`config.mk`:
```
export PLATFORM = sky130hd
export DESIGN_NAME = gcss_front
export DESIGN_NICKNAME = d
export VERILOG_FILES = /design/src/rtl/gcss_pkg.sv /design/src/rtl/gcss_front.sv
export SDC_FILE = /design/constraint.sdc
export NUM_CORES = 1
export LEC_CHECK = 0
export BUFFER_PORTS_ARGS = -buffer_cell sky130_fd_sc_hd__buf_4
export CORE_UTILIZATION = 45
export DETAILED_ROUTE_END_ITERATION = 8
export PLACE_DENSITY_LB_ADDON = 0.08
export RECOVER_POWER = 50
export SLEW_MARGIN = 10
export SYNTH_ARGS = -nofsm -noshare
export SYNTH_HDL_FRONTEND = slang
export SYNTH_SLANG_ARGS = --single-unit
```
`constraint.sdc`:
```
create_clock -name clk_i -period 14.6 [get_ports clk_i]
set_input_delay 3.65 -clock clk_i [delete_from_list [all_inputs] [get_ports clk_i]]
set_output_delay 3.65 -clock clk_i [all_outputs]
set_load 0.02 [all_outputs]
```
`src/rtl/gcss_pkg.sv`:
```
`timescale 1ns / 1ps
`default_nettype none

package gcss_pkg;

  // Default number of slots in each table.
  localparam int unsigned TABLE_DEPTH = 256;

  // Entries held between the front end and the search engine.
  localparam int unsigned QUEUE_DEPTH = 2;

  localparam int unsigned GLYPH_W   = 16;
  localparam int unsigned SLOT_W    = 8;
  localparam int unsigned COUNT_W   = 9;
  localparam int unsigned FMT_W     = 2;
  localparam int unsigned CFG_IDX_W = 3;
  localparam int unsigned CFG_DAT_W = 16;
  // Range coverage index: start index plus offset, kept without wrap.
  localparam int unsigned CIDX_W    = GLYPH_W + 1;

  // Opcodes of an input transaction.
  localparam logic [1:0] OP_COV_WR = 2'd0;
  localparam logic [1:0] OP_SUB_WR = 2'd1;
  localparam logic [1:0] OP_LOOKUP = 2'd2;

  // Configuration register indexes.
  localparam logic [CFG_IDX_W-1:0] CFG_COV_FMT   = 3'd0;
  localparam logic [CFG_IDX_W-1:0] CFG_COV_COUNT = 3'd1;
  localparam logic [CFG_IDX_W-1:0] CFG_SUB_FMT   = 3'd2;
  localparam logic [CFG_IDX_W-1:0] CFG_DELTA     = 3'd3;
  localparam logic [CFG_IDX_W-1:0] CFG_SUB_COUNT = 3'd4;

  // Format codes.
  localparam logic [FMT_W-1:0] COV_FMT_LIST  = 2'd1;
  localparam logic [FMT_W-1:0] COV_FMT_RANGE = 2'd2;
  localparam logic [FMT_W-1:0] SUB_FMT_DELTA = 2'd1;
  localparam logic [FMT_W-1:0] SUB_FMT_ARRAY = 2'd2;

  typedef struct packed {
    logic [FMT_W-1:0]   cov_fmt;
    logic [COUNT_W-1:0] cov_count;
    logic [FMT_W-1:0]   sub_fmt;
    logic [GLYPH_W-1:0] delta;
    logic [COUNT_W-1:0] sub_count;
  } cfg_t;

  typedef struct packed {
    logic [GLYPH_W-1:0] first;
    logic [GLYPH_W-1:0] last;
    logic [GLYPH_W-1:0] start_index;
  } cov_entry_t;

  typedef enum logic [1:0] {
    CMD_COV_WR,
    CMD_SUB_WR,
    CMD_LOOKUP
  } cmd_kind_e;

  typedef struct packed {
    cmd_kind_e          kind;
    logic [SLOT_W-1:0]  slot;
    cov_entry_t         entry;
    logic [GLYPH_W-1:0] sub_value;
    logic [GLYPH_W-1:0] glyph;
  } cmd_t;

endpackage

`default_nettype wire

```
`src/rtl/gcss_front.sv`:
```
`timescale 1ns / 1ps
`default_nettype none

module gcss_front #(
  parameter int unsigned TABLE_DEPTH = gcss_pkg::TABLE_DEPTH
) (
  input  wire logic                         clk_i,
  input  wire logic                         rst_ni,
  input  wire logic                         in_valid_i,
  output logic                              in_ready_o,
  input  wire logic [1:0]                   opcode_i,
  input  wire logic [gcss_pkg::SLOT_W-1:0]  entry_index_i,
  input  wire logic [gcss_pkg::GLYPH_W-1:0] entry_first_glyph_i,
  input  wire logic [gcss_pkg::GLYPH_W-1:0] entry_last_glyph_i,
  input  wire logic [gcss_pkg::GLYPH_W-1:0] entry_start_index_i,
  input  wire logic [gcss_pkg::GLYPH_W-1:0] substitute_value_i,
  input  wire logic [gcss_pkg::GLYPH_W-1:0] lookup_glyph_i,
  output logic                              cmd_valid_o,
  output gcss_pkg::cmd_t                    cmd_o,
  input  wire logic                         cmd_pop_i
);

  localparam int unsigned QD  = gcss_pkg::QUEUE_DEPTH;
  localparam int unsigned QAW = (QD > 1) ? $clog2(QD) : 1;
  localparam int unsigned QCW = $clog2(QD + 1);

  gcss_pkg::cmd_t   q_mem_q [QD];
  logic [QAW-1:0]   wr_ptr_q, wr_ptr_d;
  logic [QAW-1:0]   rd_ptr_q, rd_ptr_d;
  logic [QCW-1:0]   fill_q, fill_d;

  gcss_pkg::cmd_t   cmd_new;
  logic             keep;
  logic             slot_ok;
  logic             push;
  logic             pop;

  // Writes to a slot past the table end are dropped here, as is opcode 3.
  assign slot_ok = (32'(entry_index_i) < TABLE_DEPTH);

  always_comb begin
    cmd_new.kind        = gcss_pkg::CMD_LOOKUP;
    cmd_new.slot        = entry_index_i;
    cmd_new.entry.first       = entry_first_glyph_i;
    cmd_new.entry.last        = entry_last_glyph_i;
    cmd_new.entry.start_index = entry_start_index_i;
    cmd_new.sub_value   = substitute_value_i;
    cmd_new.glyph       = lookup_glyph_i;
    keep                = 1'b0;
    case (opcode_i)
      gcss_pkg::OP_COV_WR: begin
        cmd_new.kind = gcss_pkg::CMD_COV_WR;
        keep         = slot_ok;
      end
      gcss_pkg::OP_SUB_WR: begin
        cmd_new.kind = gcss_pkg::CMD_SUB_WR;
        keep         = slot_ok;
      end
      gcss_pkg::OP_LOOKUP: begin
        cmd_new.kind = gcss_pkg::CMD_LOOKUP;
        keep         = 1'b1;
      end
      default: begin
        keep = 1'b0;
      end
    endcase
  end

  assign in_ready_o  = (fill_q != QCW'(QD));
  assign cmd_valid_o = (fill_q != '0);
  assign cmd_o       = q_mem_q[rd_ptr_q];

  assign push = in_valid_i && in_ready_o && keep;
  assign pop  = cmd_pop_i && cmd_valid_o;

  always_comb begin
    wr_ptr_d = wr_ptr_q;
    rd_ptr_d = rd_ptr_q;
    fill_d   = fill_q;
    if (push) begin
      wr_ptr_d = (wr_ptr_q == QAW'(QD - 1)) ? '0 : wr_ptr_q + 1'b1;
    end
    if (pop) begin
      rd_ptr_d = (rd_ptr_q == QAW'(QD - 1)) ? '0 : rd_ptr_q + 1'b1;
    end
    if (push && !pop) begin
      fill_d = fill_q + 1'b1;
    end else if (pop && !push) begin
      fill_d = fill_q - 1'b1;
    end
  end

  always_ff @(posedge clk_i or negedge rst_ni) begin
    if (!rst_ni) begin
      wr_ptr_q <= '0;
      rd_ptr_q <= '0;
      fill_q   <= '0;
    end else begin
      wr_ptr_q <= wr_ptr_d;
      rd_ptr_q <= rd_ptr_d;
      fill_q   <= fill_d;
    end
  end

  always_ff @(posedge clk_i) begin
    if (push) begin
      q_mem_q[wr_ptr_q] <= cmd_new;
    end
  end

endmodule

`default_nettype wire

```
**Word level (Yosys, flattened, before mapping)**

Memory sizes are Yosys's and may differ from the RTL's.
Index checks and enable logic that the tools add are counted.

- Flip-flop bits (word level): 4
- Latch bits: 0
- Memory bits (writable): 180
- Memory bits (read-only): 0
- Bits of input ports: 94
- Output and inout bits: 92
- Logic and storage cells: 30
- Memories kept: 1

Memory list:

| memory | depth | width | rd ports | clocked after memory_dff | write ports | line | source |
|---|---|---|---|---|---|---|---|
| q_mem_q | 2 | 90 | 1 | 0 | 1 | gcss_front.sv:27 | `gcss_pkg::cmd_t q_mem_q [QD];` |

- $add $sub $neg: 4
- $mul: 0
- Div/mod/pow operators: 0
- Order comparisons: 0
- Equal/unequal tests: 3
- Shifts and indexed selects: 0
- Mux-type cells: 8
- Bitwise gates (word level): 0
- Reduce and logical (&&, ||, !) cells: 11

Operators by type and width:

| operator | number |
|---|---|
| 1-bit logical AND | 5 |
| 1-bit two-way mux | 5 |
| 2-bit two-way mux | 2 |
| 2-bit one-hot mux with 2 select lines | 1 |
| 2-bit nonzero test | 2 |
| 3-bit OR reduction | 1 |
| 1-bit adder (second input constant) | 2 |
| 2-bit by 1-bit adder with 2-bit output (second input constant) | 1 |
| 2-bit by 1-bit equality test with 1-bit output (second input constant) | 1 |
| 2-bit equality test (second input constant) | 1 |
| 1-bit logical NOT | 2 |
| 2-bit logical NOT | 1 |
| 2-bit != test (second input constant) | 1 |
| 2-bit by 1-bit subtractor with 2-bit output (second input constant) | 1 |

**Longest topological paths before layout**

- Depth in word-level cells: 8
- Gate-level depth with buffers: 7
- Depth with buffers taken out: 7

**Least setup slack after synthesis**

No wires, ideal clock.

- Path kind: input -> register
- Start: input opcode_i[0]
- End: memory q_mem_q[0][0] (netlist name) (enable)
- Library setup time: 540 ps
- Arrival time: 7618 ps
- Data required time: 14060 ps
- Path slack: 6442 ps
- Stages: 3
- Buffers on the path: 0
- Path through: nand2_1 -> nand3_1 -> nor2_1

- Cells in the longest elaborated chain, start to end: 6
- Elaborated cells between the ends (all ways): 8
- Those cells by class: 2 x eq/ne; 3 x mux; 3 x reduce/logical

RTL lines:

| what | line | source |
|---|---|---|
| start: declaration | gcss_front.sv:11 | `input wire logic [1:0] opcode_i,` |
| 2-bit equality test, or another cell as far along | gcss_front.sv:50 | `case (opcode_i)` |
| 3-bit OR reduction (no line) * | - |  |
| 1-bit two-way mux * | gcss_front.sv:50 |  |
| 1-bit logical AND * | gcss_front.sv:73 | `assign push = in_valid_i && in_ready_o && keep;` |
| 1-bit two-way mux * | gcss_front.sv:106 | `if (push) begin` |
| 1-bit two-way mux (not written as such) * | gcss_front.sv:107 | `q_mem_q[wr_ptr_q] <= cmd_new;` |
| end: declaration | gcss_front.sv:27 |  |

Mark *: on every way between the ends. The rest lies on a longest branch, timed or not.

==> impl_metrics.tcl <==
set metrics [dict create \
    vias_after_detailed_routing 3390 \
    worst-r2r-cell-count 4 \
    crit_buf_inv 2 \
    regArea_mm2 0.00551 \
    placedCellCount 692 \
    grt_pass1_vias 3424 \
    timing.critical_path.cells "buf_4 > mux2_2 > buf_4" \
    finalHoldViolCount 0 \
    hold-path-endpoint "fill_q[1]$_DFFE_PN0P_" \
    required_ns 10.95 \
    net-switching-power_mw 0.554 \
    number_of_rows_created_at_floorplan 45 \
    global_route.usage.met2 0.252 \
    post-cts-setup-buffer-count 0 \
    critPathArrivalTime_ns 2.85 \
    outcome "finished, violations left" \
    regToRegStartpoint "fill_q[0]$_DFFE_PN0P_" \
    clock_tree_from_tritoncts "done" \
    synth_area_leaders "edfxtp_1 (76%), mux2_4 (19%), buf_12 (2.5%), dfrtp_1 (1.4%), xnor2_1 (0.37%)" \
    timing.fmax_mhz 154 \
    critPathMaxFanout 47 \
    synth_top_cell_area_share 0.756 \
    fin_area_mm2 0.00920 \
    post_synthesis_cells 302 \
    totalPowerFinal_mw 1.86 \
    maxCapViolations 2 \
    die_width_um 128 \
    drtIter0Drc 150 \
    netlist-cell-type-count 17 \
    ant_nets 0 \
    final_routed_wire_length_divided_by_cell_count_um 16.5 \
    critical_path.reg2reg.endpoint "q_mem_q[0][16]$_DFFE_PP_" \
    holdCritStartpoint "fill_q[1]$_DFFE_PN0P_" \
    synthesis.area_mm2 0.00715 \
    place.detailed.hpwl_mm 7.84 \
    synth_top_cell_by_area "edfxtp_1" \
    start_to_end_type_of_the_worst_setup_path "reg -> out" \
    report.final.setup_viol 0 \
    clock_tree.buffer_depth 2 \
    postSynth.asyncResetShare 0.0217 \
    post_synth.cell_area_avg_um2 23.7 \
    share_of_layout_cells_above_drive_strength_1 0.570 \
    cts_root_buf "clkbuf_16" \
    ys.warnings.count 0 \
    cts_hold_buf 0 \
    area_delta_synth_final_pct 28.5 \
    place.gp.congestion 0.694 \
    drt_first_pass_iters 5 \
    grt_most_used_layer "met2" \
    grt_use_met1 0.165 \
    antenna_found_initial 0 \
    synth-seq-cells 184 \
    cts_resized 0 \
    antenna_cells_inserted 0 \
    timing.reg2reg.setup_slack_ns 11.40 \
    power_density_mw_per_mm2 203 \
    p_leak_nw 3.61 \
    start_kind "flip-flop" \
    routed_wirelength_mm 11.9 \
    unrepaired_setup_endpoints_after_global_routing "false" \
    yosys_most_used_dff "edfxtp_1" \
    pre_cts_ws_ns 8.50 \
    cp_top_family "flip-flops" \
    dpl_cell_area_mm2 0.00867 \
    cp_slowest_cell "dfrtp_4" \
    fin_tns_setup_ns 0 \
    timing.hold.worst.class "reg -> reg" \
    clk-insertion-delay-late_ns 0.42 \
    min_period_ns 6.50 \
    fin_util 0.598 \
    globalRouteTotalUtil 0.152 \
    die-height_um 128 \
    ioPinCount 186 \
    synth_edf_count 180 \
    violations_in_the_final_reports "max-capacitance violations, max-slew violations" \
    htree_num_levels 4 \
    multi_input_comb_area_mm2 0.00146 \
    port_buffers 185 \
    finalCritPeriodShare 0.445 \
    grt_pass1_wl_mm 17.9 \
    maximum_clock_skew_at_final_layout_ns 0.00437 \
    maximum_number_of_pins_on_one_net_before_global_route_repair 49 \
    clock_tree_sinks 184 \
    transition_at_the_pin_with_the_smallest_max_transition_slack_ns 2.47 \
    fin_cells 723 \
    p_sw_frac 0.297 \
    sequentialPowerShare 0.405 \
    critPathCaptureType "output port" \
    drt_drc_violations_left 0 \
    slew_headroom -0.645 \
    clkTransAtPathRegs_ns 0.06 \
    cpPeakStageDelay_ns 0.99 \
    post_drt_via_cell_ratio 4.69 \
    postSynthNetCount 397 \
    p_int_mw 1.31 \
    seq_area_frac_synth 0.769 \
    die_area_mm2 0.0164 \
    overflow 0 \
    floorplan.initialDensity 0.465 \
    filler_cell_count 1170 \
    tritoncts.num_buffers 17 \
    timing.critical_path.mode_cell "buf_4" \
    worstHoldPathCells 1 \
    hold_slack_ns 0.503 \
    clkPwrFrac 0.251 \
    slew_violations 86 \
    worst_ir_drop_vdd_mv 0.115 \
    layout.nets 595 \
    grtUsageMet3 0.0693 \
    placeableCoreArea_mm2 0.0154 \
    share_comb_of_total_power 0.344 \
    timing.final.ws_setup_ns 8.10 \
]
[worst max path at each step]
stage | from | to | slack, ns | cells after the start
after CTS | rd_ptr_q$_DFFE_PN0P_ | cmd_o[76] | 8.03 | 3
after detailed placement | rd_ptr_q$_DFFE_PN0P_ | cmd_o[76] | 8.50 | 3
final | rd_ptr_q$_DFFE_PN0P_ | cmd_o[76] | 8.10 | 3
after global routing | rd_ptr_q$_DFFE_PN0P_ | cmd_o[76] | 7.95 | 3
after global placement | rd_ptr_q$_DFFE_PN0P_ | cmd_o[76] | 8.51 | 3
after floorplan | opcode_i[0] | q_mem_q[0][0]$_DFFE_PP_ | 6.44 | 3
[Yosys cell counts, types with 2 or more instances]
master,count
xnor2_1,3
nand2_1,2
dfrtp_1,4
xor2_1,2
buf_12,9
edfxtp_1,180
mux2_4,89
inv_1,2
nor2_1,3
[power by group through the flow]
stage               Clock, mW  Sequential [mW]  Combinational [mW]
floorplan                   0            0.735               0.502
global placement            0            0.759               0.652
detailed placement          0            0.764               0.655
CTS                     0.480            0.753               0.657
global route            0.498            0.766               0.681
finish                  0.468            0.754               0.640
[state kept, by name, summed over array words and instances, names as in the netlist]
| signal | cells |
|---|---|
| q_mem_q | 180 |
| fill_q | 2 |
| rd_ptr_q | 1 |
| wr_ptr_q | 1 |
[cell type report]
cell class                      count  share of cell area
Sequential cell                   184               0.599
Multi-Input combinational cell    105               0.159
Timing Repair Buffer              190               0.147
Clock buffer                       17              0.0463
Tap cell                          211              0.0287
Clock inverter                     14              0.0197
Inverter                            2            0.000816
[routing by layer]
metal  up-vias  share of wire
met3        17          0.089
met4         0          0.022
li1       1581              -
met1      1663           0.39
met2       129           0.50
met5         -              0
[cells in the final DEF, fill, tap and decap left out, drive strengths merged, types with 3 or more instances in the layout]
cell type,synthesis,layout
clkinv,0,7
inv,2,3
dfrtp,4,4
buf,10,96
edfxtp,180,180
xnor2,3,3
nor2,3,3
mux2,90,90
bufinv,0,4
clkbuf,1,111
[kinds of logic (layout without fill, tap and decap cells)]
logic type,count (synthesis),count (layout),share of synthesized area
multiplexers,90,90,0.188
XOR/XNOR,5,5,0.00612
flip-flops,184,184,0.769
AND/OR/NAND/NOR,9,9,0.00595
adder cells (fa/ha/maj),1,1,0.00175
buffers and inverters,13,223,0.0283
No activity file was read; power rests on OpenSTA's default activity.
